[config.mk]
export PLATFORM = sky130hd
export DESIGN_NAME = sort_by_parity_position_popcount_top
export DESIGN_NICKNAME = d
export VERILOG_FILES = /design/src/sv/sbpp_pkg.sv /design/src/sv/sbpp_ram.sv /design/src/sv/sbpp_fifo.sv /design/src/sv/sbpp_front.sv /design/src/sv/sbpp_back.sv /design/src/sv/sort_by_parity_position_popcount_top.sv
export VERILOG_INCLUDE_DIRS = /design/src /design/src/sv
export SDC_FILE = /design/constraint.sdc
export NUM_CORES = 2
export LEC_CHECK = 0
export CAP_MARGIN = 20
export CORE_ASPECT_RATIO = 1.75
export CORE_MARGIN = 4
export CORE_UTILIZATION = 67
export DETAILED_ROUTE_END_ITERATION = 12
export DONT_BUFFER_PORTS = 1
export GPL_ROUTABILITY_DRIVEN = 0
export PLACE_DENSITY_LB_ADDON = 0.3
export SKIP_CTS_REPAIR_TIMING = 1
export SYNTH_ARGS = -nofsm -noshare
export SYNTH_HDL_FRONTEND = slang
export SYNTH_HIERARCHICAL = 1
export SYNTH_SLANG_ARGS = --single-unit
[constraint.sdc]
create_clock -name clock -period 13.9 [get_ports clock]
set_input_delay 2.085 -clock clock [delete_from_list [all_inputs] [get_ports clock]]
set_output_delay 2.085 -clock clock [all_outputs]
set_load 0.05 [all_outputs]
[src/sv/sort_by_parity_position_popcount_top_defines.svh]
// Assertion macros used by the sorter's top-level RTL file.
`ifndef SORT_BY_PARITY_POSITION_POPCOUNT_TOP_DEFINES_SVH
`define SORT_BY_PARITY_POSITION_POPCOUNT_TOP_DEFINES_SVH

// The condition must never be true at a clock edge outside reset.
`define SBPP_ASSERT_NEVER(label, cond, msg) \
   label: assert property (@(posedge clock) disable iff (reset) !(cond)) \
      else $error(msg);

// Whenever the antecedent holds, the consequent must hold in the same cycle.
`define SBPP_ASSERT_IMPLY(label, ante, cons, msg) \
   label: assert property (@(posedge clock) disable iff (reset) (ante) |-> (cons)) \
      else $error(msg);

`endif

[src/sv/sbpp_pkg.sv]
// Types, constants and key functions shared by the sorter's modules.
`default_nettype none

package sbpp_pkg;

   localparam int WORD_W = 32;
   localparam int HALF_W = WORD_W / 2;
   localparam int COUNT_W = $clog2(HALF_W + 1);

   // Sort key: even-position ones are primary, odd-position ones secondary.
   // Comparing the packed struct as one vector gives the right order.
   typedef struct packed {
      logic [COUNT_W-1:0] even_ones;
      logic [COUNT_W-1:0] odd_ones;
   } key_type;

   // One classified input item.
   typedef struct packed {
      logic signed [WORD_W-1:0] value;
      logic                     last;
      key_type                  key;
   } item_type;

   // One stored element with its key.
   typedef struct packed {
      key_type                  key;
      logic signed [WORD_W-1:0] value;
   } entry_type;

   // One result item.
   typedef struct packed {
      logic signed [WORD_W-1:0] sorted_value;
      logic                     end_of_run;
      logic                     dropped;
   } rsp_type;

   typedef enum logic [1:0] {
      BACK_COLLECT,
      BACK_SORT,
      BACK_DRAIN,
      BACK_EMIT
   } back_state_type;

   // Ones in a nibble.
   function automatic logic [2:0] nibble_ones(input logic [3:0] nib);
      nibble_ones = 3'(nib[0]) + 3'(nib[1]) + 3'(nib[2]) + 3'(nib[3]);
   endfunction

   // Ones in a half word, summed nibble by nibble.
   function automatic logic [COUNT_W-1:0] half_ones(input logic [HALF_W-1:0] v);
      logic [COUNT_W-1:0] total;
      total = '0;
      for (int k = 0; k < HALF_W / 4; k++) begin
         total = total + COUNT_W'(nibble_ones(v[4*k +: 4]));
      end
      half_ones = total;
   endfunction

   // Key of a word: split it into its even and odd bit positions.
   function automatic key_type word_key(input logic [WORD_W-1:0] w);
      logic [HALF_W-1:0] even_bits;
      logic [HALF_W-1:0] odd_bits;
      key_type           k;
      for (int b = 0; b < HALF_W; b++) begin
         even_bits[b] = w[2*b];
         odd_bits[b]  = w[2*b + 1];
      end
      k.even_ones = half_ones(even_bits);
      k.odd_ones  = half_ones(odd_bits);
      word_key = k;
   endfunction

endpackage

`default_nettype wire

[src/sv/sbpp_ram.sv]
// Generic single-write, single-read RAM with registered read data.
`default_nettype none

module sbpp_ram #(
   parameter int WIDTH = 8,
   parameter int DEPTH = 16
) (
   input  wire logic                     clock,
   input  wire logic                     wr_en,
   input  wire logic [$clog2(DEPTH)-1:0] wr_addr,
   input  wire logic [WIDTH-1:0]         wr_data,
   input  wire logic                     rd_en,
   input  wire logic [$clog2(DEPTH)-1:0] rd_addr,
   output logic      [WIDTH-1:0]         rd_data
);

   logic [WIDTH-1:0] mem_ff [DEPTH];
   logic [WIDTH-1:0] rd_data_ff;

   // Write port and registered read port.
   always_ff @(posedge clock) begin
      if (wr_en) begin
         mem_ff[wr_addr] <= wr_data;
      end
      if (rd_en) begin
         rd_data_ff <= mem_ff[rd_addr];
      end
   end

   assign rd_data = rd_data_ff;

endmodule

`default_nettype wire

[src/sv/sbpp_fifo.sv]
// Small register queue with push/full and pop/empty sides.
`default_nettype none

module sbpp_fifo #(
   parameter int WIDTH = 8,
   parameter int DEPTH = 4
) (
   input  wire logic             clock,
   input  wire logic             reset,
   input  wire logic             push,
   output logic                  full,
   input  wire logic [WIDTH-1:0] wr_data,
   input  wire logic             pop,
   output logic                  empty,
   output logic      [WIDTH-1:0] rd_data
);

   localparam int PW = $clog2(DEPTH);
   localparam int CW = $clog2(DEPTH + 1);

   logic [WIDTH-1:0] mem_ff [DEPTH];
   logic [PW-1:0]    wr_ptr_ff, wr_ptr_in;
   logic [PW-1:0]    rd_ptr_ff, rd_ptr_in;
   logic [CW-1:0]    count_ff, count_in;
   logic             do_push, do_pop;

   assign full    = (count_ff == CW'(DEPTH));
   assign empty   = (count_ff == '0);
   assign do_push = push && !full;
   assign do_pop  = pop && !empty;
   assign rd_data = mem_ff[rd_ptr_ff];

   // Pointer and fill count update.
   always_comb begin
      wr_ptr_in = wr_ptr_ff;
      rd_ptr_in = rd_ptr_ff;
      count_in  = count_ff;
      if (do_push) begin
         wr_ptr_in = (wr_ptr_ff == PW'(DEPTH - 1)) ? '0 : wr_ptr_ff + PW'(1);
      end
      if (do_pop) begin
         rd_ptr_in = (rd_ptr_ff == PW'(DEPTH - 1)) ? '0 : rd_ptr_ff + PW'(1);
      end
      if (do_push && !do_pop) begin
         count_in = count_ff + CW'(1);
      end else if (do_pop && !do_push) begin
         count_in = count_ff - CW'(1);
      end
   end

   always_ff @(posedge clock) begin
      if (reset) begin
         wr_ptr_ff <= '0;
         rd_ptr_ff <= '0;
         count_ff  <= '0;
      end else begin
         wr_ptr_ff <= wr_ptr_in;
         rd_ptr_ff <= rd_ptr_in;
         count_ff  <= count_in;
      end
   end

   // Storage needs no reset.
   always_ff @(posedge clock) begin
      if (do_push) begin
         mem_ff[wr_ptr_ff] <= wr_data;
      end
   end

endmodule

`default_nettype wire

[src/sv/sbpp_front.sv]
// Front end: accepts input items and attaches their sort key.
`default_nettype none

module sbpp_front (
   input  wire logic                     clock,
   input  wire logic                     reset,
   input  wire logic                     req_push,
   output logic                          req_full,
   input  wire logic signed [31:0]       req_value,
   input  wire logic                     req_last,
   output logic                          q_push,
   input  wire logic                     q_full,
   output sbpp_pkg::item_type            q_data
);

   import sbpp_pkg::*;

   logic     valid_ff, valid_in;
   item_type item_ff, item_in;
   logic     accept;

   assign req_full = valid_ff && q_full;
   assign accept   = req_push && !req_full;
   assign q_push   = valid_ff;
   assign q_data   = item_ff;

   // Classify the incoming word and hold it until the queue takes it.
   always_comb begin
      valid_in = valid_ff;
      item_in  = item_ff;
      if (accept) begin
         valid_in      = 1'b1;
         item_in.value = req_value;
         item_in.last  = req_last;
         item_in.key   = word_key(req_value);
      end else if (valid_ff && !q_full) begin
         valid_in = 1'b0;
      end
   end

   always_ff @(posedge clock) begin
      if (reset) begin
         valid_ff <= 1'b0;
      end else begin
         valid_ff <= valid_in;
      end
   end

   always_ff @(posedge clock) begin
      item_ff <= item_in;
   end

endmodule

`default_nettype wire

[src/sv/sbpp_back.sv]
// Back end: stores a run, exchange-sorts it in RAM and emits the results.
`default_nettype none

module sbpp_back #(
   parameter int MAX_ITEMS = 64
) (
   input  wire logic               clock,
   input  wire logic               reset,
   input  wire logic               q_empty,
   output logic                    q_pop,
   input  wire sbpp_pkg::item_type q_data,
   input  wire logic               out_full,
   output logic                    out_push,
   output sbpp_pkg::rsp_type       out_data
);

   import sbpp_pkg::*;

   localparam int AW = $clog2(MAX_ITEMS);
   localparam int CW = $clog2(MAX_ITEMS + 1);
   localparam int EW = $bits(entry_type);

   back_state_type state_ff, state_in;
   logic [CW-1:0]  count_ff, count_in;
   logic           ovf_ff, ovf_in;
   logic           drop_ff, drop_in;
   logic [CW-1:0]  n_ff, n_in;
   logic [AW-1:0]  i_ff, i_in;
   logic [CW-1:0]  rd_ff, rd_in;
   logic           rd_valid_ff, rd_valid_in;
   logic           rd_first_ff, rd_first_in;
   logic [AW-1:0]  ret_addr_ff, ret_addr_in;
   entry_type      cur_ff, cur_in;

   logic           ram_wr_en;
   logic [AW-1:0]  ram_wr_addr;
   entry_type      ram_wr_data;
   logic           ram_rd_en;
   logic [EW-1:0]  ram_rd_bits;
   entry_type      ram_rd_data;
   entry_type      new_entry;
   logic           room;
   logic           store_word;
   logic           swap;
   logic           last_pass;

   assign ram_rd_data     = entry_type'(ram_rd_bits);
   assign new_entry.key   = q_data.key;
   assign new_entry.value = q_data.value;
   assign room            = (count_ff < CW'(MAX_ITEMS));
   assign store_word      = q_pop && room;
   assign last_pass       = (CW'(i_ff) + CW'(1) == n_ff);
   // A later element with a larger key displaces the held one.
   assign swap = rd_valid_ff && !rd_first_ff && (cur_ff.key < ram_rd_data.key);

   sbpp_ram #(
      .WIDTH(EW),
      .DEPTH(MAX_ITEMS)
   ) u_store (
      .clock  (clock),
      .wr_en  (ram_wr_en),
      .wr_addr(ram_wr_addr),
      .wr_data(ram_wr_data),
      .rd_en  (ram_rd_en),
      .rd_addr(rd_ff[AW-1:0]),
      .rd_data(ram_rd_bits)
   );

   // Next state.
   always_comb begin
      state_in = state_ff;
      case (state_ff)
         BACK_COLLECT: begin
            if (!q_empty && q_data.last) begin
               state_in = BACK_SORT;
            end
         end
         BACK_SORT: begin
            if (rd_ff + CW'(1) == n_ff) begin
               state_in = BACK_DRAIN;
            end
         end
         BACK_DRAIN: begin
            state_in = BACK_EMIT;
         end
         BACK_EMIT: begin
            if (!out_full) begin
               state_in = last_pass ? BACK_COLLECT : BACK_SORT;
            end
         end
         default: begin
            state_in = BACK_COLLECT;
         end
      endcase
   end

   // State outputs.
   always_comb begin
      q_pop     = 1'b0;
      ram_rd_en = 1'b0;
      out_push  = 1'b0;
      case (state_ff)
         BACK_COLLECT: begin
            q_pop = !q_empty;
         end
         BACK_SORT: begin
            ram_rd_en = 1'b1;
         end
         BACK_DRAIN: begin
            ram_rd_en = 1'b0;
         end
         BACK_EMIT: begin
            out_push = !out_full;
         end
         default: begin
            q_pop = 1'b0;
         end
      endcase
   end

   // RAM write: either a new element or the displaced one going back.
   always_comb begin
      ram_wr_en   = store_word || swap;
      ram_wr_addr = swap ? ret_addr_ff : count_ff[AW-1:0];
      ram_wr_data = swap ? cur_ff : new_entry;
   end

   // Result item for the current pass.
   always_comb begin
      out_data.sorted_value = cur_ff.value;
      out_data.end_of_run   = last_pass;
      out_data.dropped      = drop_ff;
   end

   // Counters, pass indexes and the held element.
   always_comb begin
      count_in    = count_ff;
      ovf_in      = ovf_ff;
      drop_in     = drop_ff;
      n_in        = n_ff;
      i_in        = i_ff;
      rd_in       = rd_ff;
      rd_valid_in = 1'b0;
      rd_first_in = 1'b0;
      ret_addr_in = ret_addr_ff;
      cur_in      = cur_ff;

      // Collect: store while there is room, otherwise note the loss.
      if (q_pop) begin
         if (room) begin
            count_in = count_ff + CW'(1);
         end else begin
            ovf_in = 1'b1;
         end
         if (q_data.last) begin
            n_in     = room ? count_ff + CW'(1) : count_ff;
            drop_in  = ovf_ff || !room;
            count_in = '0;
            ovf_in   = 1'b0;
            i_in     = '0;
            rd_in    = '0;
         end
      end

      // Sort pass: read element i first, then every later element.
      if (state_ff == BACK_SORT) begin
         rd_in       = rd_ff + CW'(1);
         rd_valid_in = 1'b1;
         rd_first_in = (rd_ff == CW'(i_ff));
         ret_addr_in = rd_ff[AW-1:0];
      end

      // Returned read data: load the held element or take the larger one.
      if (rd_valid_ff && (rd_first_ff || swap)) begin
         cur_in = ram_rd_data;
      end

      // Emit: the held element is final for position i.
      if (out_push && !last_pass) begin
         i_in  = i_ff + AW'(1);
         rd_in = CW'(i_ff) + CW'(1);
      end
   end

   always_ff @(posedge clock) begin
      if (reset) begin
         state_ff    <= BACK_COLLECT;
         count_ff    <= '0;
         ovf_ff      <= 1'b0;
         drop_ff     <= 1'b0;
         n_ff        <= '0;
         i_ff        <= '0;
         rd_ff       <= '0;
         rd_valid_ff <= 1'b0;
         rd_first_ff <= 1'b0;
      end else begin
         state_ff    <= state_in;
         count_ff    <= count_in;
         ovf_ff      <= ovf_in;
         drop_ff     <= drop_in;
         n_ff        <= n_in;
         i_ff        <= i_in;
         rd_ff       <= rd_in;
         rd_valid_ff <= rd_valid_in;
         rd_first_ff <= rd_first_in;
      end
   end

   always_ff @(posedge clock) begin
      ret_addr_ff <= ret_addr_in;
      cur_ff      <= cur_in;
   end

endmodule

`default_nettype wire

[src/sv/sort_by_parity_position_popcount_top.sv]
// Top level of the custom-key descending exchange sorter.
//
//   Channel   Direction  Handshake      Fields
//   req       in         push / full    value, last
//   rsp       out        pop / empty    sorted_value, end_of_run, dropped
//
// A run of N words loads at one word per cycle while the back end collects.
// Sort pass i makes (N - i) RAM reads, one at a time through the single
// read port of the element RAM, then a drain step and an emit step.
// Reset is synchronous and needs no clearing pass. A full result queue
// stalls only the emit step; the input queue fills while a run is sorted
// and then raises full.
`default_nettype none
`include "sort_by_parity_position_popcount_top_defines.svh"

module sort_by_parity_position_popcount_top #(
   parameter int MAX_ITEMS = 64
) (
   input  wire logic               clock,
   input  wire logic               reset,
   input  wire logic               req_push,
   output logic                    req_full,
   input  wire logic signed [31:0] req_value,
   input  wire logic               req_last,
   output logic                    rsp_empty,
   input  wire logic               rsp_pop,
   output logic signed [31:0]      rsp_sorted_value,
   output logic                    rsp_end_of_run,
   output logic                    rsp_dropped
);

   import sbpp_pkg::*;

   localparam int QUEUE_DEPTH = 4;
   localparam int OUT_DEPTH   = 2;

   logic     q_push, q_full, q_pop, q_empty;
   item_type q_wr_data;
   logic [$bits(item_type)-1:0] q_rd_bits;
   logic     out_push, out_full;
   rsp_type  out_wr_data;
   logic [$bits(rsp_type)-1:0]  out_rd_bits;
   rsp_type  out_rd_data;

   sbpp_front u_front (
      .clock    (clock),
      .reset    (reset),
      .req_push (req_push),
      .req_full (req_full),
      .req_value(req_value),
      .req_last (req_last),
      .q_push   (q_push),
      .q_full   (q_full),
      .q_data   (q_wr_data)
   );

   // Queue between the front and the back.
   sbpp_fifo #(
      .WIDTH($bits(item_type)),
      .DEPTH(QUEUE_DEPTH)
   ) u_queue (
      .clock  (clock),
      .reset  (reset),
      .push   (q_push),
      .full   (q_full),
      .wr_data(q_wr_data),
      .pop    (q_pop),
      .empty  (q_empty),
      .rd_data(q_rd_bits)
   );

   sbpp_back #(
      .MAX_ITEMS(MAX_ITEMS)
   ) u_back (
      .clock   (clock),
      .reset   (reset),
      .q_empty (q_empty),
      .q_pop   (q_pop),
      .q_data  (item_type'(q_rd_bits)),
      .out_full(out_full),
      .out_push(out_push),
      .out_data(out_wr_data)
   );

   // Result queue decouples emitting from the consumer.
   sbpp_fifo #(
      .WIDTH($bits(rsp_type)),
      .DEPTH(OUT_DEPTH)
   ) u_out (
      .clock  (clock),
      .reset  (reset),
      .push   (out_push),
      .full   (out_full),
      .wr_data(out_wr_data),
      .pop    (rsp_pop),
      .empty  (rsp_empty),
      .rd_data(out_rd_bits)
   );

   assign out_rd_data      = rsp_type'(out_rd_bits);
   assign rsp_sorted_value = out_rd_data.sorted_value;
   assign rsp_end_of_run   = out_rd_data.end_of_run;
   assign rsp_dropped      = out_rd_data.dropped;

   // Internal handshake checks.
   `SBPP_ASSERT_NEVER(a_out_no_overrun, out_push && out_full, "result queue overrun")
   `SBPP_ASSERT_NEVER(a_queue_no_underrun, q_pop && q_empty, "item queue underrun")
   `SBPP_ASSERT_IMPLY(a_full_means_queue_full, req_full, q_full, "front stalled needlessly")

endmodule

`default_nettype wire

* Word-level counts from Yosys, hierarchy flattened *
Memory sizes are Yosys's and may differ from the RTL's. A register that Yosys moved wholly into a read port is not among the register bits.
Index checks and enable logic that the tools add are counted.

storage, ports and cells
  RAM bits = 2928
  register bits = 136
  memories = 3
  output and inout bits = 36

memory list
  name                   words  width  rd ports  clocked after Yosys merged registers in  wr ports  line             source
  u_back.u_store.mem_ff  64     42     1         1                                        1         sbpp_ram.sv:17   logic [WIDTH-1:0] mem_ff [DEPTH];
  u_queue.mem_ff         4      43     1         1                                        1         sbpp_fifo.sv:21  logic [WIDTH-1:0] mem_ff [DEPTH];
  u_out.mem_ff           2      34     1         1                                        1         sbpp_fifo.sv:21

cells by class
  equality and inequality tests = 14
  add/subtract/negate cells = 42
  bitwise logic cells = 1
  multiplexer cells = 41
  reductions and logical operators = 47
  $lt $le $gt $ge = 2

operators by type and width
  kind                                          count
  adder 3 x 1 -> 3 bit                          16
  two-way mux 42 bit                            1
  two-way mux 7 bit                             6
  two-way mux 6 bit                             4
  adder 5 x 3 -> 5 bit                          4
  two-way mux 1 bit                             18
  two-way mux 2 bit                             9
  adder 1 x 1 -> 2 bit                          8
  logical AND 1 bit                             16
  adder 7 x 1 -> 7 bit (second input constant)  2
  equality test 7 bit                           2
  logical NOT 1 bit                             12
  equality test 2 bit (second input constant)   5
  < comparator 10 bit                           1
  nonzero test 2 bit                            5
  adder 3 x 3 -> 4 bit                          2
  case mux 2 bit (4 select lines)               1
  AND reduction 2 bit                           4
  adder 6 x 1 -> 7 bit (second input constant)  1
  equality test 7 x 6 -> 1 bit                  1
  < comparator 7 bit (second input constant)    1
  adder 2 x 1 -> 2 bit (second input constant)  3
  adder 6 x 1 -> 6 bit (second input constant)  1
  two-way mux 3 bit                             2
  15 further kinds                              22

* Logic depth before layout (Yosys ltp) *
  word-level depth = 8
  depth in mapped cells = 14

* Cells and area by module *
Netlist, hierarchy kept.

by module, submodules not included
  module               area each (µm²)  instances  cells an instance
  sbpp_ram             103768.3         1          4352
  sbpp_fifo (u_queue)  6685.2           1          275
  sbpp_back            4695.8           1          417
  sbpp_fifo (u_out)    2665.1           1          131
  sbpp_front           2125.8           1          137

* Worst setup path before layout *
Ideal clock, no wire load.

  kind = flip-flop to flip-flop
  start point = register u_back/cur_ff[41] (netlist bit)
  end point = memory u_back/u_store/mem_ff[48][0] (netlist bit), enable pin
  library setup time = 0.493 ns
  required time = 13.407 ns
  path slack = 7.995 ns
  stages on the path, launching flop included = 12
  data arrival time = 5.412 ns
  cells stage by stage = edfxtp_1 -> ha_1 -> a21oi_1 -> nand3b_1 -> or3_1 -> o21ai_1 -> buf_2 -> mux2_1 -> clkbuf_1 -> nor2b_1 -> nand4b_1 -> nor3_1

between the ends
  elaborated cells between the ends (all ways) = 6
  those cells by class = order compare: 1; mux: 3; reduce/logical: 2

RTL lines
  what                             line              source
  from (decl)                      sbpp_back.sv:33   entry_type cur_ff, cur_in;
  from (signal assigned)           sbpp_back.sv:211  cur_ff <= cur_in;
  < comparator 10 bit              sbpp_back.sv:54   assign swap = rd_valid_ff && !rd_first_ff && (cur_ff.key < ram_rd_data.key);
  logical AND 1 bit                sbpp_back.sv:54
  two-way mux 6 bit                sbpp_back.sv:124  ram_wr_addr = swap ? ret_addr_ff : count_ff[AW-1:0];
  named net u_back.ram_wr_addr[3]  sbpp_back.sv:36   logic [AW-1:0] ram_wr_addr;
  to (decl)                        sbpp_ram.sv:17

The timed path passes the listed nets, and every way through them passes these cells.

* Worst setup path in the final report *
  start point = register u_back/cur_ff[41] (netlist bit)
  end point = memory u_back/u_store/mem_ff[29][22] (netlist bit), enable pin

The elaborated chain is that of the path after synthesis.

==> metrics.md <==
| Metric | Value |
|---|---|
| XOR/XNOR Fraction of Synth Area | less than 1% |
| Synth area leaders | edfxtp_1 (77%), mux4_2 (14%), mux2i_1 (1.3%) |
| Max Slew Vio Count | 0 |
| FP Rows | 205 |
| Post-synthesis compound-gate area fraction | 2.292% |
| CTS tree | built |
| Syn_nets | 5,402 |
| First-pass GRT wire length | 459,100 um |
| Leak | slightly above 40 nW |
| Layout area overhead | 9.847% |
| Register area share after synthesis | 77.44% |
| Antenna violations before repair | 12 |
| Detailed-route DRC error count | 0 |
| Syn avg cell area | 22.58 um^2 |
| Outcome | completed |
| Synth top cells by count | edfxtp_1 (3,061), mux4_2 (728), mux2i_1 (159) |
| CTS Buf Count | 244 |
| I/O pin cnt | 73 |
| Layout cells sized above 1 | between 20% and 30% |
| Worst-path clk slew | 70 ps |
| Post-synthesis mux area share | 16.15% |
| Clock Skews | around 52 ps |
| Fill cells | 8,685 |
| Chip width | 327.8 um |
| RSZ-0062 raised after global routing | false |
| Max_slew headroom | 16.24% |
| Detailed Route WL | between 300,000 and 400,000 um |
| Total die area | approximately 0.19 mm^2 |
| Prevailing post-synth register cell | edfxtp_1 |
| Root buf cell | clkbuf_16 |
| Crit-path slowest cell | nor2_4 |
| Place WS | 8523 ps |
| # setup viols final | 0 |
| Flops & latches, synth | around 3,100 |
| Die Ht | 567.7 um |
| Hold Path Class | flip-flop to flip-flop |
| Routed via count | 59,900 |
| Crit-path max FO | 29 |
| Detailed-placement wirelength estimate | 156,000 um |
| Top-area cell type share of the netlist area | between 70% and 80% |
| Post-Syn Instances | 5,312 |
| Worst EP arrival | just under 6000 ps |
| Final min period | 5439 ps |
| DR pass1 iterations | 6 |
| PortBufs | 0 |
| Power density cells | roughly 190 mW/mm^2 |
| Crit share post-route | between 30 and 40% |
| Largest family of logic cells by synthesized area | multiplexers |
| Starting Density | between 60 and 70% |
| Synthesized area | approximately 0.12 mm^2 |
| Adder-Cell Fraction of Synth Area | 0.6843% |
| Final worst slack | 8461 ps |
| Largest net degree at the start of global routing | 143 |
| Vias in the first global route | 61,520 |
| CP cell instances | ha_1 > a21oi_1 > nand3b_1 > or3_1 > o21ai_4 > mux2_1 > nor2b_1 > nand3_1 > nor2_4 > buf_4 |
| Sink Count | 3,109 |
| Final ANT Viol Nets | 0 |
| Synth Warn # | 6 |
| Critical Path Sink Type | flip-flop |
| Total power | 0.02507 W |
| Worst-Margin Slew | 1251 ps |
| Number of flops mapped to enable cells by yosys | 3,061 |
| Fin Setup TNS | 0 ps |
| Most frequent cell after synthesis | edfxtp_1 |
| Async SR Flop Fraction | 0% |
| Synth area leader | edfxtp_1 |
| F_max | 183.9 MHz |
| Setup CP Type | flip-flop to flip-flop |
| Core Area | 0.1780 mm^2 |
| Required time of the critical path | 14,400 ps |
| Vias per cell | between 7 and 8 |
| VDD IR max | 162.4 uV |
| Bufs on Longest Clock Path | 4 |
| Max cap viols | 0 |
| Skew-Pair Late Insertion Delay | 900 ps |
| 1st-iter DRT viols | 10,530 |
| H-tree levels | 4 |
| Crit-path max cell delay | between 800 and 900 ps |
| Worst Setup Start Kind | flip-flop |
| WL per Instance | 40.48 um |
| GRT Resource Usage Total | a little over a third |
| Overflow after GRT | 0 |
| Final Hold Viols | 0 |
| Layout Nets | ~5,500 |
| Post-Synth Simple-Gate Area | 1.430% |
| Post-synth cell types | 82 |
-- flip-flops by register name, summed over array words and instances, names as in the netlist, 3 cells and up, named ones only --
signal	cells
u_back/u_store/mem_ff	2688
u_queue/mem_ff	172
u_out/mem_ff	68
u_front/q_data	43
u_back/u_store/rd_data	42
u_back/out_data	32
u_back/cur_ff	10
u_back/count_ff	7
u_back/n_ff	7
u_back/rd_ff	7
u_back/i_ff	6
u_back/ret_addr_ff	6
u_queue/count_ff	3
-- where the power goes --
group	switching (W)	total (W)	leakage, nW	internal [W]
clock network	0.00334	0.00746	4.06	0.00412
logic	0.00347	0.00540	8.17	0.00193
registers	0.000246	0.0122	28.0	0.0120
-- cell usage in the layout (no fill, tap or decap), types with 54 or more instances in the layout --
master        n
a21oi_1      54
nor2_4       63
mux2i_1     159
edfxtp_1   3061
mux2_2       99
buf_4       133
a22oi_1      87
inv_1        69
nor2_1       84
mux4_2      728
clkbuf_16   250
-- cell families after synthesis --
group	Yosys count
simple gates	352
buf+inv	387
mux	1010
flops	3109
fa+ha+maj	53
compound gates	362
xor+xnor	39
-- path summary, 6_finish.rpt --
| check | startpoint | endpoint | slack (ps) | cells after the start |
|---|---|---|---|---|
| worst max-delay path | u_back/cur_ff[41]$_DFFE_PP_ | u_back/u_store/mem_ff[29][22]$_DFFE_PP_ | 8460 | 10 |
| worst min-delay path | u_back/u_store/rd_data[22]$_DFFE_PP_ | u_back/out_data[24]$_DFFE_PP_ | 430 | 0 |
| worst max register to register | u_back/cur_ff[41]$_DFFE_PP_ | u_back/u_store/mem_ff[29][22]$_DFFE_PP_ | 8460 | 10 |
| worst min register to register | u_back/u_store/rd_data[22]$_DFFE_PP_ | u_back/out_data[24]$_DFFE_PP_ | 430 | 0 |
-- layer usage --
metal | vias to the layer above | part of all wire [%] | global-route usage [%]
li1 | 22450 | - | -
met1 | 30750 | 30 | 43.27
met2 | 5420 | 52 | 60.42
met3 | 1270 | 11 | 6.132
met4 | 10 | 6.8 | 18.57
met5 | - | 0.020 | 0
-- critical path, delay by kind of cell (launching register included) --
family | cells | cell delay, ps
simple gates | 5 | 2300
compound gates | 2 | 710
buf+inv | 1 | 670
mux | 1 | 520
flops | 1 | 430
fa+ha+maj | 1 | 360
-- per-stage QoR --
stage	area, um^2	hold WS (ps)	instances	utilization [%]
after global placement	122900	401.8	7516	69.03
after CTS	131300	424.4	7965	73.75
after global routing	131700	439.3	7991	74.01
final	131800	427.8	7993	74.01
after floorplan	119900	400.3	5312	-
after detailed placement	122900	406.3	7517	69.04
-- cell type report --
type	count	area, um^2	area share (%)
inverters	72	282.8	0.2146
well taps	2380	2978	2.260
diodes	5	12.51	0.009497
flip-flops and latches	3109	92910	70.52
clock buffers	281	6396	4.855
repair buffers	163	1592	1.208
multi-input cells	1816	25590	19.42
clock inverters	167	1997	1.516
(Power assumes the default switching activity.)
